### src/design/tfvs_pkg.sv
`timescale 1ns / 1ps

package tfvs_pkg;

    localparam logic [2:0] PH_IDLE   = 3'd0;
    localparam logic [2:0] PH_OPEN   = 3'd1;
    localparam logic [2:0] PH_HOLD   = 3'd2;
    localparam logic [2:0] PH_CLOSE  = 3'd3;
    localparam logic [2:0] PH_SETTLE = 3'd4;

    localparam logic [1:0] MODE_COLD  = 2'd0;
    localparam logic [1:0] MODE_MIXED = 2'd1;
    localparam logic [1:0] MODE_HOT   = 2'd2;

    localparam logic [2:0] CFG_HAND_THRESHOLD = 3'd0;
    localparam logic [2:0] CFG_HOLD_MS        = 3'd1;
    localparam logic [2:0] CFG_CLOSE_MS       = 3'd2;
    localparam logic [2:0] CFG_SETTLE_MS      = 3'd3;
    localparam logic [2:0] CFG_FULL_POWER     = 3'd4;
    localparam logic [2:0] CFG_MIXED_POWER    = 3'd5;
    localparam logic [2:0] CFG_FULL_ANGLE     = 3'd6;
    localparam logic [2:0] CFG_MIXED_ANGLE    = 3'd7;

    localparam logic [6:0] POWER_MAX = 7'd100;

    typedef struct packed {
        logic               start_req;
        logic [1:0]         temp_mode;
        logic [7:0]         hand_distance;
        logic               estop;
        logic signed [15:0] hot_angle;
        logic signed [15:0] cold_angle;
    } t_in_item;

    typedef struct packed {
        logic signed [7:0] hot_power;
        logic signed [7:0] cold_power;
        logic              zero_encoders;
        logic [2:0]        phase;
    } t_out_item;

    typedef struct packed {
        logic [7:0]  hand_threshold;
        logic [15:0] hold_ms;
        logic [15:0] close_ms;
        logic [15:0] settle_ms;
        logic [6:0]  full_power;
        logic [6:0]  mixed_power;
        logic [11:0] full_angle;
        logic [11:0] mixed_angle;
    } t_cfg;

    typedef struct packed {
        logic [6:0]  hot_drive;
        logic [6:0]  cold_drive;
        logic [11:0] hot_target;
        logic [11:0] cold_target;
    } t_launch;

endpackage

### src/design/tfvs_mode_decode.sv
`timescale 1ns / 1ps

module tfvs_mode_decode
    import tfvs_pkg::*;
(
    input  logic [1:0] i_mode,
    input  t_cfg       i_cfg,
    output t_launch    o_launch
);

    logic [6:0] full_clamped;
    logic [6:0] mixed_clamped;

    assign full_clamped  = (i_cfg.full_power > POWER_MAX) ? POWER_MAX : i_cfg.full_power;
    assign mixed_clamped = (i_cfg.mixed_power > POWER_MAX) ? POWER_MAX : i_cfg.mixed_power;

    always_comb begin
        o_launch = '0;
        unique case (i_mode)
            MODE_COLD: begin
                o_launch.cold_drive  = full_clamped;
                o_launch.cold_target = i_cfg.full_angle;
            end
            MODE_MIXED: begin
                o_launch.hot_drive   = mixed_clamped;
                o_launch.hot_target  = i_cfg.mixed_angle;
                o_launch.cold_drive  = mixed_clamped;
                o_launch.cold_target = i_cfg.mixed_angle;
            end
            MODE_HOT: begin
                o_launch.hot_drive  = full_clamped;
                o_launch.hot_target = i_cfg.full_angle;
            end
            default: begin
                o_launch = '0;
            end
        endcase
    end

endmodule

### src/design/tfvs_core.sv
`timescale 1ns / 1ps

module tfvs_core
    import tfvs_pkg::*;
(
    input  logic      i_clk,
    input  logic      i_rst_n,
    input  logic      i_step,
    input  t_in_item  i_item,
    input  t_cfg      i_cfg,
    output t_out_item o_result
);

    typedef enum logic [2:0] {
        S_IDLE   = PH_IDLE,
        S_OPEN   = PH_OPEN,
        S_HOLD   = PH_HOLD,
        S_CLOSE  = PH_CLOSE,
        S_SETTLE = PH_SETTLE
    } t_phase;

    t_phase      r_phase, n_phase;
    logic [15:0] r_tick, n_tick;
    logic [6:0]  r_hot_drive, n_hot_drive;
    logic [6:0]  r_cold_drive, n_cold_drive;
    logic [11:0] r_hot_target, n_hot_target;
    logic [11:0] r_cold_target, n_cold_target;
    t_out_item   r_result, n_result;

    t_launch     launch;
    logic [15:0] hot_mag;
    logic [15:0] cold_mag;
    logic [15:0] tick_inc;
    logic        zero_enc;
    logic        targets_met;
    logic        hand_seen;

    tfvs_mode_decode u_mode_decode (
        .i_mode   (i_item.temp_mode),
        .i_cfg    (i_cfg),
        .o_launch (launch)
    );

    assign hot_mag  = i_item.hot_angle[15] ? 16'(-i_item.hot_angle) : i_item.hot_angle;
    assign cold_mag = i_item.cold_angle[15] ? 16'(-i_item.cold_angle) : i_item.cold_angle;
    assign targets_met = (hot_mag >= {4'd0, r_hot_target})
                      && (cold_mag >= {4'd0, r_cold_target});
    assign hand_seen = i_item.hand_distance < i_cfg.hand_threshold;
    assign tick_inc  = r_tick + 16'd1;

    always_comb begin
        n_phase       = r_phase;
        n_tick        = r_tick;
        n_hot_drive   = r_hot_drive;
        n_cold_drive  = r_cold_drive;
        n_hot_target  = r_hot_target;
        n_cold_target = r_cold_target;
        zero_enc      = 1'b0;
        unique case (r_phase)
            S_IDLE: begin
                if (i_item.start_req) begin
                    n_hot_drive   = launch.hot_drive;
                    n_cold_drive  = launch.cold_drive;
                    n_hot_target  = launch.hot_target;
                    n_cold_target = launch.cold_target;
                    zero_enc      = 1'b1;
                    n_tick        = '0;
                    n_phase       = S_OPEN;
                end
            end
            S_OPEN: begin
                if (i_item.estop || targets_met) begin
                    n_tick  = '0;
                    n_phase = S_HOLD;
                end
            end
            S_HOLD: begin
                if (i_item.estop) begin
                    n_tick  = '0;
                    n_phase = S_CLOSE;
                end else if (hand_seen) begin
                    n_tick = '0;
                end else if (tick_inc >= i_cfg.hold_ms) begin
                    n_tick  = '0;
                    n_phase = S_CLOSE;
                end else begin
                    n_tick = tick_inc;
                end
            end
            S_CLOSE: begin
                if (tick_inc >= i_cfg.close_ms) begin
                    n_tick  = '0;
                    n_phase = S_SETTLE;
                end else begin
                    n_tick = tick_inc;
                end
            end
            S_SETTLE: begin
                if (tick_inc >= i_cfg.settle_ms) begin
                    n_tick  = '0;
                    n_phase = S_IDLE;
                end else begin
                    n_tick = tick_inc;
                end
            end
            default: begin
                n_tick  = '0;
                n_phase = S_IDLE;
            end
        endcase

        n_result.zero_encoders = zero_enc;
        n_result.phase         = n_phase;
        if (n_phase == S_OPEN) begin
            n_result.hot_power  = {1'b0, n_hot_drive};
            n_result.cold_power = {1'b0, n_cold_drive};
        end else if (n_phase == S_CLOSE) begin
            n_result.hot_power  = 8'(8'd0 - {1'b0, n_hot_drive});
            n_result.cold_power = 8'(8'd0 - {1'b0, n_cold_drive});
        end else begin
            n_result.hot_power  = '0;
            n_result.cold_power = '0;
        end
    end

    always_ff @(posedge i_clk) begin
        if (!i_rst_n) begin
            r_phase       <= S_IDLE;
            r_tick        <= '0;
            r_hot_drive   <= '0;
            r_cold_drive  <= '0;
            r_hot_target  <= '0;
            r_cold_target <= '0;
        end else if (i_step) begin
            r_phase       <= n_phase;
            r_tick        <= n_tick;
            r_hot_drive   <= n_hot_drive;
            r_cold_drive  <= n_cold_drive;
            r_hot_target  <= n_hot_target;
            r_cold_target <= n_cold_target;
            r_result      <= n_result;
        end
    end

    assign o_result = r_result;

endmodule

### src/design/touchless_faucet_valve_sequencer.sv
`timescale 1ns / 1ps

// Valve sequencer for a hot and a cold motor-driven faucet handle, one request per 1 ms
// tick. Requests are taken one per clock cycle when the result side keeps up: a request
// is latched in the input register, stepped through the phase logic in one pass and its
// result lands in the result register once that register is free, to be taken by the
// consumer. Throughput is bounded only by the result register draining; a
// waiting result lets one more request into the input register and then holds the input
// off until that result is taken. Configuration is a plain indexed write port (index 0
// hand_threshold through 7 mixed_angle) and should be written only while no request is
// in flight.
module touchless_faucet_valve_sequencer
    import tfvs_pkg::*;
(
    input  logic        i_clk,
    input  logic        i_rst_n,
    input  logic        i_in_valid,
    output logic        o_in_ready,
    input  t_in_item    i_in_item,
    output logic        o_out_valid,
    input  logic        i_out_ready,
    output t_out_item   o_out_item,
    input  logic        i_cfg_we,
    input  logic [2:0]  i_cfg_idx,
    input  logic [15:0] i_cfg_data
);

    t_cfg     r_cfg;
    t_in_item r_in_item;
    logic     r_in_valid;
    logic     r_out_valid;
    logic     out_free;
    logic     step;

    assign out_free   = !r_out_valid || i_out_ready;
    assign step       = r_in_valid && out_free;
    assign o_in_ready = !r_in_valid || out_free;

    always_ff @(posedge i_clk) begin
        if (!i_rst_n) begin
            r_cfg.hand_threshold <= 8'd20;
            r_cfg.hold_ms        <= 16'd2000;
            r_cfg.close_ms       <= 16'd1100;
            r_cfg.settle_ms      <= 16'd500;
            r_cfg.full_power     <= 7'd35;
            r_cfg.mixed_power    <= 7'd30;
            r_cfg.full_angle     <= 12'd140;
            r_cfg.mixed_angle    <= 12'd100;
        end else if (i_cfg_we) begin
            unique case (i_cfg_idx)
                CFG_HAND_THRESHOLD: r_cfg.hand_threshold <= i_cfg_data[7:0];
                CFG_HOLD_MS:        r_cfg.hold_ms        <= i_cfg_data;
                CFG_CLOSE_MS:       r_cfg.close_ms       <= i_cfg_data;
                CFG_SETTLE_MS:      r_cfg.settle_ms      <= i_cfg_data;
                CFG_FULL_POWER:     r_cfg.full_power     <= i_cfg_data[6:0];
                CFG_MIXED_POWER:    r_cfg.mixed_power    <= i_cfg_data[6:0];
                CFG_FULL_ANGLE:     r_cfg.full_angle     <= i_cfg_data[11:0];
                CFG_MIXED_ANGLE:    r_cfg.mixed_angle    <= i_cfg_data[11:0];
                default: begin
                end
            endcase
        end
    end

    always_ff @(posedge i_clk) begin
        if (!i_rst_n) begin
            r_in_valid  <= 1'b0;
            r_out_valid <= 1'b0;
        end else begin
            if (o_in_ready) begin
                r_in_valid <= i_in_valid;
            end
            if (out_free) begin
                r_out_valid <= r_in_valid;
            end
        end
    end

    always_ff @(posedge i_clk) begin
        if (i_in_valid && o_in_ready) begin
            r_in_item <= i_in_item;
        end
    end

    tfvs_core u_core (
        .i_clk    (i_clk),
        .i_rst_n  (i_rst_n),
        .i_step   (step),
        .i_item   (r_in_item),
        .i_cfg    (r_cfg),
        .o_result (o_out_item)
    );

    assign o_out_valid = r_out_valid;

    // encoder zeroing is only requested on the tick that enters opening
    a_zero_in_open : assert property (@(posedge i_clk) disable iff (!i_rst_n)
        (r_out_valid && o_out_item.zero_encoders) |-> (o_out_item.phase == PH_OPEN))
        else $error("zero_encoders outside opening phase");

    // motors move only while opening or closing
    a_power_phase : assert property (@(posedge i_clk) disable iff (!i_rst_n)
        (r_out_valid && (o_out_item.hot_power != 8'sd0 || o_out_item.cold_power != 8'sd0))
        |-> (o_out_item.phase == PH_OPEN || o_out_item.phase == PH_CLOSE))
        else $error("motor power outside drive phases");

    // a stalled result keeps the input side stalled only once the input register fills
    a_ready_full : assert property (@(posedge i_clk) disable iff (!i_rst_n)
        !o_in_ready |-> (r_in_valid && r_out_valid && !i_out_ready))
        else $error("input stalled without a full pipeline");

    // a result taken with a request behind it is replaced in the next cycle
    a_refill : assert property (@(posedge i_clk) disable iff (!i_rst_n)
        (r_in_valid && out_free) |=> r_out_valid)
        else $error("stepped request produced no result");

endmodule
### config.mk
export PLATFORM = sky130hd
export DESIGN_NAME = touchless_faucet_valve_sequencer
export DESIGN_NICKNAME = d
export VERILOG_FILES = /design/src/design/tfvs_pkg.sv /design/src/design/tfvs_mode_decode.sv /design/src/design/tfvs_core.sv /design/src/design/touchless_faucet_valve_sequencer.sv
export SDC_FILE = /design/constraint.sdc
export NUM_CORES = 1
export LEC_CHECK = 0
export BUFFER_PORTS_ARGS = -buffer_cell sky130_fd_sc_hd__buf_2
export CORE_ASPECT_RATIO = 1.1
export CORE_UTILIZATION = 60
export CTS_CLUSTER_DIAMETER = 80
export CTS_CLUSTER_SIZE = 14
export DETAILED_ROUTE_END_ITERATION = 12
export GPL_TIMING_DRIVEN = 0
export MAX_ROUTING_LAYER = met4
export PLACE_DENSITY = 0.78
export SYNTH_ARGS = -nofsm -noshare
export SYNTH_HDL_FRONTEND = slang
export SYNTH_SLANG_ARGS = --single-unit
### constraint.sdc
create_clock -name i_clk -period 7.25 [get_ports i_clk]
set_input_delay 2.175 -clock i_clk [delete_from_list [all_inputs] [get_ports i_clk]]
set_output_delay 2.175 -clock i_clk [all_outputs]
set_load 0.01 [all_outputs]
# Word-level counts from Yosys, hierarchy flattened
# Index checks and enable logic that the tools add are counted.
# word_totals
input_bits	68
regBits	217
out_inout_bits	22
# op_classes
add_sub_neg	5
n_bitwise	1
n_reduce_logical	23
n_mux	31
n_eq_ne	17
order_cmp	8
# op_table
cell	n
16-bit two-way mux	9
16-bit one-hot mux with 5 select lines	1
16-bit >= comparator	3
12-bit one-hot mux with 2 select lines	2
7-bit two-way mux	6
16-bit by 12-bit >= comparator with 1-bit output	2
16-bit negator	2
15-bit two-way mux	2
7-bit one-hot mux with 2 select lines	2
3-bit two-way mux	7
2-bit AND reduction	9
16-bit by 1-bit adder with 16-bit output, second input constant	1
1-bit by 7-bit subtractor with 8-bit output, first input constant	2
3-bit by 2-bit == test with 1-bit output, second input constant	5
3-bit == test, second input constant	5
3-bit one-hot mux with 5 select lines	1
7-bit greater-than comparator, second input constant	2
3-bit by 1-bit == test with 1-bit output, second input constant	3
8-bit less-than comparator	1
3-bit logical NOT	2
3-bit AND reduction	2
1-bit logical AND	3
1-bit logical OR	3
2-bit by 1-bit == test with 1-bit output, second input constant	1
other kinds (8)	9

# Longest topological paths before layout
# logic_depth
word_depth	10
ltp_mapped	18
depth_no_buf	16

# Modules after synthesis
# Synthesis repeated with hierarchy kept, for this count alone.
# unflattened
hier_cells	1285
area_unflattened_um2	11927.7
# by_module_without_submodules
module	instances	seq_area_each_um2	area_per_inst_um2	cells_each
tfvs_core	1	1741.7	6312.3	800
touchless_faucet_valve_sequencer	1	3243.1	4997.3	395
tfvs_mode_decode	1	0.0	618.1	90

# Worst setup path before layout
# Ideal clock, no wire load.
# synth_path
path_kind	input to output
from	in i_out_ready
to	out o_in_ready
t_arrival_ns	2.489
slack_ns	2.586
required_time_ns	5.075
cell_stages	2
path_cell_list	nor2b_1 -> nand2_1
# synth_via
elab_chain_len	2
# synth_lines
item	line_no	rtl
start: declaration	touchless_faucet_valve_sequencer.sv:21	input logic i_out_ready,
1-bit logical OR	touchless_faucet_valve_sequencer.sv:35	assign out_free = !r_out_valid || i_out_ready;
1-bit logical OR	touchless_faucet_valve_sequencer.sv:37	assign o_in_ready = !r_in_valid || out_free;
end: declaration	touchless_faucet_valve_sequencer.sv:18	output logic o_in_ready,
# No other way between the ends.

# Final worst setup path
# layout_path
from	reg u_core.r_tick[2]
to	reg u_core.r_tick[4]
# layout_via
elab_chain_len	6
elab_cells_between_ends	10
cone_classes	add/sub: 1; order compare: 3; mux: 6
# layout_lines
item	line_no	rtl
start: declaration	tfvs_core.sv:23	logic [15:0] r_tick, n_tick;
start signal: assignment	tfvs_core.sv:136	r_tick <= n_tick;
16-bit by 1-bit adder with 16-bit output (*)	tfvs_core.sv:49	assign tick_inc = r_tick + 16'd1;
16-bit >= comparator	tfvs_core.sv:83	end else if (tick_inc >= i_cfg.hold_ms) begin
16-bit two-way mux	tfvs_core.sv:83	
16-bit two-way mux	tfvs_core.sv:81	end else if (hand_seen) begin
16-bit two-way mux	tfvs_core.sv:78	if (i_item.estop) begin
16-bit one-hot mux with 5 select lines (*)	tfvs_core.sv:59	unique case (r_phase)
# Every way passes the cells marked *; elsewhere a longest branch is shown, timed or not.
# A chain may end at the register's enable or synchronous reset.

==> flow_metrics.env <==
export IMPL_status="complete, no violations"
export IMPL_cp_required_ps=7600
export IMPL_fmax_ghz=0.181
export IMPL_synth_top_area_share_pct=26.8
export IMPL_synth_common_cells="nand2_1 (243), dfxtp_1 (153), a21oi_1 (136), inv_1 (102), ha_1 (87)"
export IMPL_insertedDiodeCount=0
export IMPL_cts_path_max_buffers=3
export IMPL_grt_use_total_pct=31.2
export IMPL_p_per_area_nw_per_um2=203
export IMPL_fp_dieH_um=147
export IMPL_whs_path_depth=2
export IMPL_leakage_nw=4.82
export IMPL_root_buffer="clkbuf_16"
export IMPL_critical_path_class="reg -> reg"
export IMPL_finalCritPeriodShare_pct=76.3
export IMPL_grt_pass1_vias=9324
export IMPL_clock_sinks=217
export IMPL_synth_nets=1472
export IMPL_core_um2=18500
export IMPL_cts_made_buffers=19
export IMPL_maxSlewHeadroom_pct=9.22
export IMPL_io_pins=90
export IMPL_drc=0
export IMPL_hold_start="u_core.r_hot_target[9]$_SDFFE_PN0P_"
export IMPL_synth_area_per_cell_um2=8.67
export IMPL_min_path_type="reg -> reg"
export IMPL_grt_max_degree=41
export IMPL_cts_htree_levels=1
export IMPL_synth_edf_count=64
export IMPL_rrSetupSlack_ps=1720
export IMPL_gp_congestion=0.988
export IMPL_period_minus_slack_ps=5530
export IMPL_drt_iter0_drc=867
export IMPL_finalClockSkew_ps=15.3
export IMPL_yosys_warnings=0
export IMPL_vdd_drop_max_mv=0.204
export IMPL_reg2regPathDepth=18
export IMPL_vias=9940
export IMPL_portBuffers=79
export IMPL_syn_to_final_growth_pct=11.1
export IMPL_drt_first_pass_iters=5
export IMPL_die_x_um=134
export IMPL_maxCapViolations=0
export IMPL_post_cts_buffers=0
export IMPL_arrival_ps=5880
export IMPL_clk_pin_slew_ps=70
export IMPL_totalWireLength_um=29400
export IMPL_insertion_delay_ps=500
export IMPL_dieArea_um2=19600
export IMPL_rows=52
export IMPL_cts_hold_buf=0
export IMPL_hold_violations=0
export IMPL_finish_instance_area_um2=12700
export IMPL_synth_area_leaders="dfxtp_1 (27%), edfxtp_1 (17%), ha_1 (9.5%)"
export IMPL_min_to="u_core.r_hot_target[9]$_SDFFE_PN0P_"
export IMPL_syn_cell_area_um2=11400
export IMPL_synth_ff_type="dfxtp_1"
export IMPL_grt_setup_unrepaired="no"
export IMPL_path_max_fanout=10
export IMPL_slew_viol_final=0
export IMPL_viasPerCell=5.95
export IMPL_setup_tns_ps=0
export IMPL_wl_per_cell_um=17.6
export IMPL_synthArstFlopShare_pct=0
export IMPL_rr_endpoint="u_core.r_tick[4]$_SDFFE_PN0P_"
export IMPL_grt_antenna_before_repair=0
export IMPL_synthDistinctLibCells=66
export IMPL_seq_area_frac_synth_pct=43.6
export IMPL_end_kind="register"
export IMPL_post_dp_hpwl_um=21600
export IMPL_utilization_pct=68.5
export IMPL_cts_tree="done"
export IMPL_worstReg2RegStart="u_core.r_tick[2]$_SDFFE_PN0P_"
export IMPL_cts_resized_gates=0
export IMPL_placed_cell_area_um2=12100
export IMPL_antenna_left=0
export IMPL_synth_seq_cells=217
export IMPL_synth_area_leader_cell="dfxtp_1"
export IMPL_synth_cells=1317
export IMPL_yosysMostFrequentCell="nand2_1"
export IMPL_setup_viol=0
export IMPL_grt_pass1_wl_um=47000
export IMPL_cp_startpoint="u_core.r_tick[2]$_SDFFE_PN0P_"
export IMPL_start_util_pct=61.6
export IMPL_worst_pin_slew_ps=1350
export IMPL_nNetsFinal=1573
export IMPL_grt_overflow_total=0
export IMPL_drive_gt1_share_pct=9.04
export IMPL_cp_start_kind="register"
## cells by family after synthesis
logic type                 after synthesis  share of synthesized area, %
and+or+nand+nor                        460                          18.6
AOI/OAI and AO/OA                      340                          19.3
xor gates and xnor gates                34                          2.61
muxes                                    5                         0.438
DFF                                    217                          43.6
buffers and inverters                  174                          5.84
adders and majority gates               87                          9.53
## cell type report
class / count / area, um2
Clock buffer: 28 / 509
Sequential cell: 217 / 4980
Clock inverter: 2 / 35.0
Multi-Input combinational cell: 926 / 5780
Tap cell: 243 / 304
Buffer: 71 / 280
Fill cell: 1592 / 5850
Inverter: 103 / 387
Timing Repair Buffer: 80 / 415
## layout by cell type, fill, tap and decap left out, drive strengths merged, types with 10 or more instances in the layout
| cell | n |
|---|---|
| nor3 | 22 |
| nand3 | 51 |
| o311ai | 12 |
| inv | 103 |
| o41ai | 12 |
| dfxtp | 153 |
| o21ai | 44 |
| a221oi | 13 |
| o211ai | 23 |
| clkbuf | 91 |
| nand4 | 13 |
| edfxtp | 64 |
| o31ai | 10 |
| a22o | 14 |
| buf | 88 |
| or3 | 10 |
| and3 | 11 |
| nand2 | 243 |
| nor2 | 49 |
| xnor2 | 25 |
| ha | 87 |
| a211oi | 28 |
| nand2b | 11 |
| a21oi | 136 |
| and2 | 10 |
## state kept, by name, indices dropped and copies added (netlist names)
| name | cells |
|---|---|
| o_out_valid | 1 |
| u_core.r_hot_target | 12 |
| r_in_item | 44 |
| u_core.r_phase | 3 |
| u_core.r_cold_target | 12 |
| r_cfg | 94 |
| u_core.r_tick | 16 |
| u_core.o_result | 20 |
| u_core.r_hot_drive | 7 |
| u_core.r_cold_drive | 7 |
| r_in_valid | 1 |
## metrics by stage
stage	hold WS, ps	total power, mW	cells	setup WS [ps]
5_1_grt	471	2.67	1670	1340
6_report	453	2.58	1670	1720
3_3_place_gp	437	1.63	1639	1910
4_1_cts	454	2.59	1670	1830
3_5_place_dp	445	1.65	1640	1860
2_1_floorplan	432	1.54	1317	2590
## power breakdown
| part | internal (mW) | total (mW) | switching, mW |
|---|---|---|---|
| combinational | 0.110 | 0.308 | 0.198 |
| sequential | 1.29 | 1.32 | 0.0253 |
| clock | 0.520 | 0.951 | 0.431 |
| total | 1.92 | 2.58 | 0.654 |
## worst max path at each step
stage	to	slack [ps]	depth (start not counted)
final	u_core.r_tick[4]$_SDFFE_PN0P_	1720	18
after global routing	u_core.r_tick[4]$_SDFFE_PN0P_	1340	18
after CTS	u_core.r_tick[4]$_SDFFE_PN0P_	1830	18
after detailed placement	u_core.r_tick[3]$_SDFFE_PN0P_	1860	18
after global placement	u_core.r_tick[4]$_SDFFE_PN0P_	1910	18
after floorplan	o_in_ready	2590	2
## worst max-delay path, stage by stage (launching register included)
cell and delay [ps]:
dfxtp_1 450, nand3_1 230, nor3_1 490, and3_1 310, and3_1 260, and3_1 270, nand3_1 160, xnor2_1 210
ha_1 320, nand2_1 100, or4_1 530, o32a_1 310, nand3b_1 140, o21a_1 140, buf_1 370, nand2_1 340
nand3_1 200, clkbuf_1 450, o22ai_1 130
## metal layers
metal	up-vias	global-route usage (%)	part of all wire, %
li1	4890	-	-
met1	4621	39.0	43
met2	352	49.9	46
met3	77	4.69	6.5
met4	0	14.2	4.8
met5	-	-	0
(Power assumes the default switching activity.)
